## config.mk

```make
export PLATFORM = sky130hd
export DESIGN_NAME = k_smallest_tracker_top
export DESIGN_NICKNAME = d
export VERILOG_FILES = /design/src/hw/rtl/ktr_pkg.sv /design/src/hw/rtl/k_smallest_tracker_top.sv /design/src/hw/rtl/ktr_ctrl.sv /design/src/hw/rtl/ktr_datapath.sv
export SDC_FILE = /design/constraint.sdc
export NUM_CORES = 2
export LEC_CHECK = 0
export BUFFER_PORTS_ARGS = -buffer_cell sky130_fd_sc_hd__buf_2
export CAP_MARGIN = 20
export CORE_UTILIZATION = 40
export CTS_BUF_LIST = sky130_fd_sc_hd__clkbuf_16
export DETAILED_ROUTE_END_ITERATION = 6
export PLACE_DENSITY = 0.58
export SETUP_SLACK_MARGIN = 0.3
export SLEW_MARGIN = 20
export SYNTH_ARGS = -nofsm -noshare
export SYNTH_HDL_FRONTEND = slang
export SYNTH_HIERARCHICAL = 1
export SYNTH_SLANG_ARGS = --single-unit
```

## constraint.sdc

```tcl
create_clock -name aclk -period 13.9 [get_ports aclk]
set_input_delay 2.085 -clock aclk [delete_from_list [all_inputs] [get_ports aclk]]
set_output_delay 2.085 -clock aclk [all_outputs]
set_load 0.01 [all_outputs]
```

## src/hw/rtl/ktr_pkg.sv

```systemverilog
// ktr_pkg: shared types, constants and compare helpers for the k-smallest tracker
// depends on nothing; imported by the controller, datapath and top level
`timescale 1ns / 1ps

package ktr_pkg;

    localparam int MAX_KEEP = 16;
    localparam int IDX_W    = $clog2(MAX_KEEP);
    localparam int CNT_W    = $clog2(MAX_KEEP + 1);
    localparam int VAL_W    = 64;
    localparam int POS_W    = 16;
    localparam int DATA_W   = VAL_W + 2 * POS_W;
    localparam int CFG_W    = 6;

    localparam logic [1:0] FMT_UINT = 2'd0;
    localparam logic [1:0] FMT_SINT = 2'd1;
    localparam logic [1:0] FMT_F32  = 2'd2;
    localparam logic [1:0] FMT_F64  = 2'd3;

    localparam logic [1:0] REG_KEEP   = 2'd0;
    localparam logic [1:0] REG_FORMAT = 2'd1;
    localparam logic [1:0] REG_INTB   = 2'd2;

    localparam logic [VAL_W-1:0] SIGN64 = {1'b1, {(VAL_W-1){1'b0}}};

    typedef enum logic [2:0] {
        ST_IDLE, ST_CHECK, ST_SCAN, ST_INSERT, ST_STOPCHK, ST_FINISH, ST_EMIT
    } ktr_state_t;

    // controller to datapath
    typedef struct packed {
        logic load;
        logic idx_clr;
        logic idx_inc;
        logic insert;
        logic stop_chk;
        logic clear_list;
    } ktr_cmd_t;

    // datapath to controller
    typedef struct packed {
        logic stopped;
        logic usable;
        logic last;
        logic full;
        logic scan_done;
        logic lt_head;
        logic emit_last;
    } ktr_stat_t;

    typedef struct packed {
        logic lt;
        logic ge;
    } ktr_cmp_t;

    function automatic logic is_nan(input logic [VAL_W-1:0] b, input logic [1:0] fmt);
        logic r;
        if (fmt == FMT_F32) r = (b[30:23] == 8'hFF) && (b[22:0] != 23'd0);
        else                r = (b[62:52] == 11'h7FF) && (b[51:0] != 52'd0);
        return r;
    endfunction

    // order-preserving key, both zeros map to the same key
    function automatic logic [VAL_W-1:0] fkey(input logic [VAL_W-1:0] b, input logic [1:0] fmt);
        logic [VAL_W-1:0] k;
        if (fmt == FMT_F32) begin
            if (b[30:0] == 31'd0)  k = {32'd0, 32'h8000_0000};
            else if (b[31])        k = {32'd0, ~b[31:0]};
            else                   k = {32'd0, b[31:0] | 32'h8000_0000};
        end else begin
            if (b[62:0] == 63'd0)  k = SIGN64;
            else if (b[63])        k = ~b;
            else                   k = b | SIGN64;
        end
        return k;
    endfunction

    function automatic ktr_cmp_t val_cmp(input logic [VAL_W-1:0] a, input logic [VAL_W-1:0] b,
                                         input logic [1:0] fmt);
        ktr_cmp_t r;
        case (fmt)
            FMT_UINT: r.lt = a < b;
            FMT_SINT: r.lt = (a ^ SIGN64) < (b ^ SIGN64);
            default:  r.lt = fkey(a, fmt) < fkey(b, fmt);
        endcase
        r.ge = !r.lt;
        if ((fmt == FMT_F32 || fmt == FMT_F64) && (is_nan(a, fmt) || is_nan(b, fmt))) begin
            r.lt = 1'b0;
            r.ge = 1'b0;
        end
        return r;
    endfunction

endpackage

```

## src/hw/rtl/k_smallest_tracker_top.sv

```systemverilog
// k_smallest_tracker_top: streaming tracker of the keep_count smallest values
// depends on ktr_pkg, ktr_ctrl and ktr_datapath
//
// channel  direction  contents
// s_       in         tdata: sample_value, x_pos, y_pos; tlast: last_element
// m_       out        tdata: kept_value, kept_x, kept_y; tuser: entry_valid; tlast: last_result
// cfg_     in         write enable, register index, write data
//
// an element is skipped after its check, or goes through a scan, an insert and, when it
// displaces the largest entry of a full list, an early stop check:
// the list is scanned one entry a cycle through a single shared comparator
// on the last element the result beats are sent in turn, each held until m_tready
// no element is taken while results are being sent
// reset is synchronous, active low; it empties the list and restores the registers
`timescale 1ns / 1ps

module k_smallest_tracker_top
    import ktr_pkg::*;
(
    input  logic              aclk,
    input  logic              aresetn,
    input  logic              cfg_wr_en,
    input  logic [1:0]        cfg_addr,
    input  logic [CFG_W-1:0]  cfg_wdata,
    input  logic              s_tvalid,
    output logic              s_tready,
    input  logic [DATA_W-1:0] s_tdata,   // sample_value[63:0], x_pos[79:64], y_pos[95:80]
    input  logic              s_tlast,
    output logic              m_tvalid,
    input  logic              m_tready,
    output logic [DATA_W-1:0] m_tdata,   // kept_value[63:0], kept_x[79:64], kept_y[95:80]
    output logic              m_tuser,   // entry_valid[0]
    output logic              m_tlast
);

    ktr_cmd_t  cmd;
    ktr_stat_t stat;

    // sequencer
    ktr_ctrl u_ctrl (
        .aclk     (aclk),
        .aresetn  (aresetn),
        .s_tvalid (s_tvalid),
        .s_tready (s_tready),
        .m_tvalid (m_tvalid),
        .m_tready (m_tready),
        .stat     (stat),
        .cmd      (cmd)
    );

    // list and compare
    ktr_datapath u_dp (
        .aclk      (aclk),
        .aresetn   (aresetn),
        .cfg_wr_en (cfg_wr_en),
        .cfg_addr  (cfg_addr),
        .cfg_wdata (cfg_wdata),
        .s_tdata   (s_tdata),
        .s_tlast   (s_tlast),
        .cmd       (cmd),
        .stat      (stat),
        .m_tdata   (m_tdata),
        .m_tuser   (m_tuser),
        .m_tlast   (m_tlast)
    );

endmodule

```

## src/hw/rtl/ktr_ctrl.sv

```systemverilog
// ktr_ctrl: sequencer for load, scan, insert, early stop check and emission
// depends on ktr_pkg
`timescale 1ns / 1ps

module ktr_ctrl
    import ktr_pkg::*;
(
    input  logic      aclk,
    input  logic      aresetn,
    input  logic      s_tvalid,
    output logic      s_tready,
    output logic      m_tvalid,
    input  logic      m_tready,
    input  ktr_stat_t stat,
    output ktr_cmd_t  cmd
);

    ktr_state_t state_reg, state_next;

    // state register
    always_ff @(posedge aclk) begin
        if (!aresetn) state_reg <= ST_IDLE;
        else          state_reg <= state_next;
    end

    // next state and commands
    always_comb begin
        state_next = state_reg;
        cmd        = '0;
        s_tready   = 1'b0;
        m_tvalid   = 1'b0;
        case (state_reg)
            ST_IDLE: begin
                s_tready = 1'b1;
                if (s_tvalid) begin
                    cmd.load   = 1'b1;
                    state_next = ST_CHECK;
                end
            end
            ST_CHECK: begin
                cmd.idx_clr = 1'b1;
                if (stat.stopped || !stat.usable)     state_next = ST_FINISH;
                else if (!stat.full || stat.lt_head)  state_next = ST_SCAN;
                else                                  state_next = ST_FINISH;
            end
            ST_SCAN: begin
                if (stat.scan_done) state_next = ST_INSERT;
                else                cmd.idx_inc = 1'b1;
            end
            ST_INSERT: begin
                cmd.insert  = 1'b1;
                cmd.idx_clr = 1'b1;
                state_next  = stat.full ? ST_STOPCHK : ST_FINISH;
            end
            ST_STOPCHK: begin
                cmd.stop_chk = 1'b1;
                state_next   = ST_FINISH;
            end
            ST_FINISH: begin
                cmd.idx_clr = 1'b1;
                state_next  = stat.last ? ST_EMIT : ST_IDLE;
            end
            ST_EMIT: begin
                m_tvalid = 1'b1;
                if (m_tready) begin
                    if (stat.emit_last) begin
                        cmd.clear_list = 1'b1;
                        state_next     = ST_IDLE;
                    end else begin
                        cmd.idx_inc = 1'b1;
                    end
                end
            end
            default: state_next = ST_IDLE;
        endcase
    end

endmodule

```

## src/hw/rtl/ktr_datapath.sv

```systemverilog
// ktr_datapath: config registers, sorted list, shared comparator and output mux
// depends on ktr_pkg
`timescale 1ns / 1ps

module ktr_datapath
    import ktr_pkg::*;
(
    input  logic              aclk,
    input  logic              aresetn,
    input  logic              cfg_wr_en,
    input  logic [1:0]        cfg_addr,
    input  logic [CFG_W-1:0]  cfg_wdata,
    input  logic [DATA_W-1:0] s_tdata,
    input  logic              s_tlast,
    input  ktr_cmd_t          cmd,
    output ktr_stat_t         stat,
    output logic [DATA_W-1:0] m_tdata,
    output logic              m_tuser,
    output logic              m_tlast
);

    logic [4:0]       keep_reg;
    logic [1:0]       fmt_reg;
    logic [5:0]       intb_reg;
    logic [VAL_W-1:0] v_reg;
    logic [POS_W-1:0] x_reg, y_reg;
    logic             last_reg;
    logic [CNT_W-1:0] fill_reg, idx_reg;
    logic             stop_reg;
    logic [VAL_W-1:0] lv_reg [MAX_KEEP];
    logic [POS_W-1:0] lx_reg [MAX_KEEP];
    logic [POS_W-1:0] ly_reg [MAX_KEEP];

    logic [CNT_W-1:0] keff;
    logic [5:0]       bsat;
    logic [VAL_W-1:0] lowest, cmp_a, rd_v, in_v;
    logic [IDX_W-1:0] rd_idx;
    ktr_cmp_t         cmp;
    logic             is_float;

    // configuration registers
    always_ff @(posedge aclk) begin
        if (!aresetn) begin
            keep_reg <= 5'd1;
            fmt_reg  <= FMT_UINT;
            intb_reg <= 6'd8;
        end else if (cfg_wr_en) begin
            case (cfg_addr)
                REG_KEEP:   keep_reg <= cfg_wdata[4:0];
                REG_FORMAT: fmt_reg  <= cfg_wdata[1:0];
                REG_INTB:   intb_reg <= cfg_wdata[5:0];
                default: ;
            endcase
        end
    end

    // effective keep count and lowest integer value
    always_comb begin
        if (keep_reg == 5'd0)                       keff = CNT_W'(1);
        else if (32'(keep_reg) > 32'(MAX_KEEP))     keff = CNT_W'(MAX_KEEP);
        else                                        keff = CNT_W'(keep_reg);
        if (intb_reg < 6'd8)       bsat = 6'd8;
        else if (intb_reg > 6'd32) bsat = 6'd32;
        else                       bsat = intb_reg;
        if (fmt_reg == FMT_UINT) lowest = '0;
        else                     lowest = VAL_W'(0) - (VAL_W'(1) << (bsat - 6'd1));
    end

    assign is_float = (fmt_reg == FMT_F32) || (fmt_reg == FMT_F64);
    assign in_v     = (fmt_reg == FMT_F32) ? {32'd0, s_tdata[31:0]} : s_tdata[VAL_W-1:0];
    assign rd_idx   = idx_reg[IDX_W-1:0];
    assign rd_v     = lv_reg[rd_idx];
    assign cmp_a    = cmd.stop_chk ? lowest : v_reg;
    assign cmp      = val_cmp(cmp_a, rd_v, fmt_reg);

    // status towards the controller
    always_comb begin
        stat.stopped   = stop_reg;
        stat.usable    = !(is_float && is_nan(v_reg, fmt_reg));
        stat.last      = last_reg;
        stat.full      = fill_reg >= keff;
        stat.scan_done = (idx_reg >= fill_reg) || cmp.ge;
        stat.lt_head   = cmp.lt;
        stat.emit_last = (fill_reg == '0) || (idx_reg + CNT_W'(1) == fill_reg);
    end

    // item beat, index counter, fill and stop flag
    always_ff @(posedge aclk) begin
        if (cmd.load) begin
            v_reg    <= in_v;
            x_reg    <= s_tdata[VAL_W +: POS_W];
            y_reg    <= s_tdata[VAL_W+POS_W +: POS_W];
            last_reg <= s_tlast;
        end
        if (!aresetn) begin
            fill_reg <= '0;
            stop_reg <= 1'b0;
            idx_reg  <= '0;
        end else begin
            if (cmd.idx_clr)      idx_reg <= '0;
            else if (cmd.idx_inc) idx_reg <= idx_reg + CNT_W'(1);
            if (cmd.insert && !stat.full) fill_reg <= fill_reg + CNT_W'(1);
            if (cmd.stop_chk && !is_float && !cmp.lt) stop_reg <= 1'b1;
            if (cmd.clear_list) begin
                fill_reg <= '0;
                stop_reg <= 1'b0;
            end
        end
    end

    // list shift and insert, position given by the index counter
    always_ff @(posedge aclk) begin
        if (cmd.insert) begin
            for (int j = 0; j < MAX_KEEP; j++) begin
                if (stat.full) begin
                    if (j + 1 < MAX_KEEP && CNT_W'(j + 1) < idx_reg) begin
                        lv_reg[j] <= lv_reg[j+1];
                        lx_reg[j] <= lx_reg[j+1];
                        ly_reg[j] <= ly_reg[j+1];
                    end else if (CNT_W'(j + 1) == idx_reg) begin
                        lv_reg[j] <= v_reg;
                        lx_reg[j] <= x_reg;
                        ly_reg[j] <= y_reg;
                    end
                end else begin
                    if (j > 0 && CNT_W'(j) > idx_reg && CNT_W'(j) <= fill_reg) begin
                        lv_reg[j] <= lv_reg[j-1];
                        lx_reg[j] <= lx_reg[j-1];
                        ly_reg[j] <= ly_reg[j-1];
                    end else if (CNT_W'(j) == idx_reg) begin
                        lv_reg[j] <= v_reg;
                        lx_reg[j] <= x_reg;
                        ly_reg[j] <= y_reg;
                    end
                end
            end
        end
    end

    // result beat
    always_comb begin
        if (fill_reg == '0) begin
            m_tdata = '0;
            m_tuser = 1'b0;
        end else begin
            m_tdata = {ly_reg[rd_idx], lx_reg[rd_idx], rd_v};
            m_tuser = 1'b1;
        end
        m_tlast = stat.emit_last;
    end

endmodule
```

==> results.json <==
{
  "status": "finished with violations",
  "violations": "DRC",
  "cts_hold_buf": 0,
  "via_count": 80300,
  "cts_buffers": 186,
  "synthesis.area_sq_um": 95300,
  "tightest_slew_ps": 1310,
  "slew_headroom": 0.124,
  "hold_viol": 0,
  "ys_seq_area_frac": 0.521,
  "synth_seq_cells": 1664,
  "io_pins": 210,
  "cp_slowest_stage_delay_ps": 1040,
  "power_frac_seq": 0.476,
  "place_area_sq_um": 99400,
  "r2r_setup_slack_ps": 4990,
  "drv_slew": 0,
  "fin_crit_ps": 8910,
  "grt_max_degree": 102,
  "cts_tree": "built",
  "areaGrowthSynthToFinish_pct": 10.2,
  "via_per_inst": 6.95,
  "max_cap_viol_count": 0,
  "critPathKind": "flop to flop",
  "clkPwrFrac": 0.380,
  "synthArstFlopShare": 0,
  "vdd_drop_max_uv": 113,
  "cts_buffer_depth": 3,
  "overflow": 0,
  "ant_nets": 0,
  "end_kind": "flop",
  "grt_pass1_vias": 77200,
  "required_ps": 14650,
  "power_density_nw_per_um2": 119,
  "power_mw": 12.5,
  "avgSynthCellArea_sq_um": 11.2,
  "busiest_layer": "met2",
  "layout.nets": 8514,
  "fin_util": 0.445,
  "cts.repair.resized": 0,
  "crit_top_cell": "buf_4",
  "synth_top_area_share": 0.514,
  "grt_util_met3": 0.0930,
  "htreeDepth": 4,
  "p_sw_mw": 3.65,
  "start_util": 0.404,
  "synthTopCellsByArea": "edfxtp_1, mux4_2, nand2_1",
  "fin_cells": 11600,
  "postSynthCellCount": 8488,
  "design.core.area_sq_um": 236000,
  "combPwrFrac": 0.144,
  "die_x_um": 490,
  "ys_warn_count": 6,
  "min_period_over_period": 0.641,
  "wl_um": 412000,
  "r2r_cells": 29,
  "synth_top_area_cell": "edfxtp_1",
  "swShare": 0.291,
  "cp_data_arrival_time_ps": 9670,
  "hp-class": "flop to flop",
  "grt_use_met2": 0.504,
  "cts_sinks": 1664,
  "critPathLaunchType": "flop",
  "largest_reg_flops": 1024,
  "gp_congestion": 0.977,
  "leakagePower_nw": 38.5,
  "met1_usage": 0.428,
  "fmax_mhz": 112,
  "critPathSlowestCell": "dfxtp_4",
  "rows": 178,
  "post_cts_buffers": 0,
  "grt_usage": 0.332,
  "synth_flop_cell": "edfxtp_1",
  "synth_edf_count": 1633,
  "drt_iter0_drc": 14400,
  "drc": 15,
  "port_buffers": 209,
  "path_clk_slew_ps": 60,
  "dr.pass1.iters": 7,
  "clock-skew-final_ps": 47.8,
  "fin_setup_tns_ps": 0,
  "antenna_found_initial": 16,
  "clock_latency_ps": 880,
  "root_buffer": "clkbuf_16",
  "cp_max_fo": 44,
  "finalInstanceArea_sq_um": 105000,
  "die_h_um": 490,
  "place_inst": 11200,
  "dpl.hpwl_um": 220000,
  "internal-power_mw": 8.90,
  "dieArea_sq_um": 240000,
  "setup-violations-final": 0,
  "grt_pass1_wl_um": 577000,
  "wl_per_cell_um": 35.6,
  "ys_types": 94,
  "layout-drive-gt1-share": 0.166,
  "rsz0062_at_grt": "no"
}
## worst min path at each step
stage	from	endpoint	slack [ps]	cells past startpoint
final	u_dp/stop_reg	u_dp/stop_reg	460	2
after global routing	u_dp/stop_reg	u_dp/stop_reg	480	2
after CTS	u_dp/stop_reg	u_dp/stop_reg	460	2
after detailed placement	u_dp/stop_reg	u_dp/stop_reg	450	2
after global placement	u_dp/stop_reg	u_dp/stop_reg	440	2
after floorplan	u_dp/stop_reg	u_dp/stop_reg	430	2
## cell usage in the layout, fill, tap and decap left out, types with 178 or more instances in the layout
master / n
inv_1: 216
mux4_2: 421
a21oi_1: 267
a22oi_1: 864
edfxtp_1: 1633
o22ai_1: 294
nor2_1: 584
clkbuf_16: 189
mux2_2: 196
mux2i_1: 178
buf_2: 209
nand2_1: 1840
## logic make-up (layout without fill, tap and decap cells)
kind of cell | Yosys count | after routing | synth area share
xor+xnor | 83 | 83 | 0.00763
mux | 796 | 796 | 0.141
compound gates | 1974 | 1974 | 0.148
other cells | 1 | 10 | 0.0000393
buf+inv | 1012 | 925 | 0.0428
fa+ha+maj | 146 | 146 | 0.0192
flops | 1664 | 1664 | 0.521
simple gates | 2812 | 2812 | 0.120
## cells in the mapped netlist (29+ instances only)
| cell | n |
|---|---|
| a21o_1 | 52 |
| a21oi_1 | 271 |
| a221o_1 | 51 |
| a222oi_1 | 96 |
| a22o_1 | 45 |
| a22oi_1 | 864 |
| and2_1 | 73 |
| buf_1 | 105 |
| buf_2 | 52 |
| clkbuf_1 | 640 |
| dfxtp_1 | 31 |
| edfxtp_1 | 1633 |
| ha_1 | 146 |
| inv_1 | 176 |
| mux2_2 | 196 |
| mux2i_1 | 179 |
| mux4_2 | 421 |
| nand2_1 | 1845 |
| nand3_1 | 37 |
| nand4_1 | 47 |
| nor2_1 | 598 |
| nor2b_1 | 34 |
| nor3_1 | 53 |
| nor4_1 | 29 |
| o21ai_0 | 166 |
| o22ai_1 | 294 |
| xnor2_1 | 71 |
## metrics by stage
step,worst slack [ps],hold slack (ps)
after CTS,5210,457
after global placement,5200,440
after floorplan,4050,426
after global routing,4690,477
final,4990,460
after detailed placement,5270,447
## routing by layer
metal | vias up | share of wire | wire length, um
met5 | - | 0.00034 | 141
met4 | 18 | 0.062 | 25600
met3 | 1516 | 0.14 | 59500
met2 | 7340 | 0.44 | 181000
met1 | 39600 | 0.35 | 146000
li1 | 31800 | - | -
## power by group through the flow
stage	Sequential, mW	Combinational, mW	Clock (mW)
floorplan	5.81	1.29	0
global placement	6.06	1.75	0
detailed placement	6.06	1.76	0
CTS	5.96	1.77	4.81
global route	5.98	1.94	4.99
finish	5.97	1.81	4.77
## worst max-delay path, delay by kind of cell (launching register included)
kind            cells  cell delay [ps]
compound gates     12             2660
buf+inv             5             2260
simple gates        9             1950
flops               1             1040
fa+ha+maj           1              320
xor+xnor            1              140
mux                 1              130
## final cells by class
type,count,area [sq um]
tap,3150,3940
antenna,8,20.0
sequential,1664,49700
multi-input combinational,5813,42200
clock inverter,143,942
clock buffer,189,4730
inverter,183,689
timing repair buffer,410,2880
fill,21900,131000
Power figures use the tool's default switching activity.
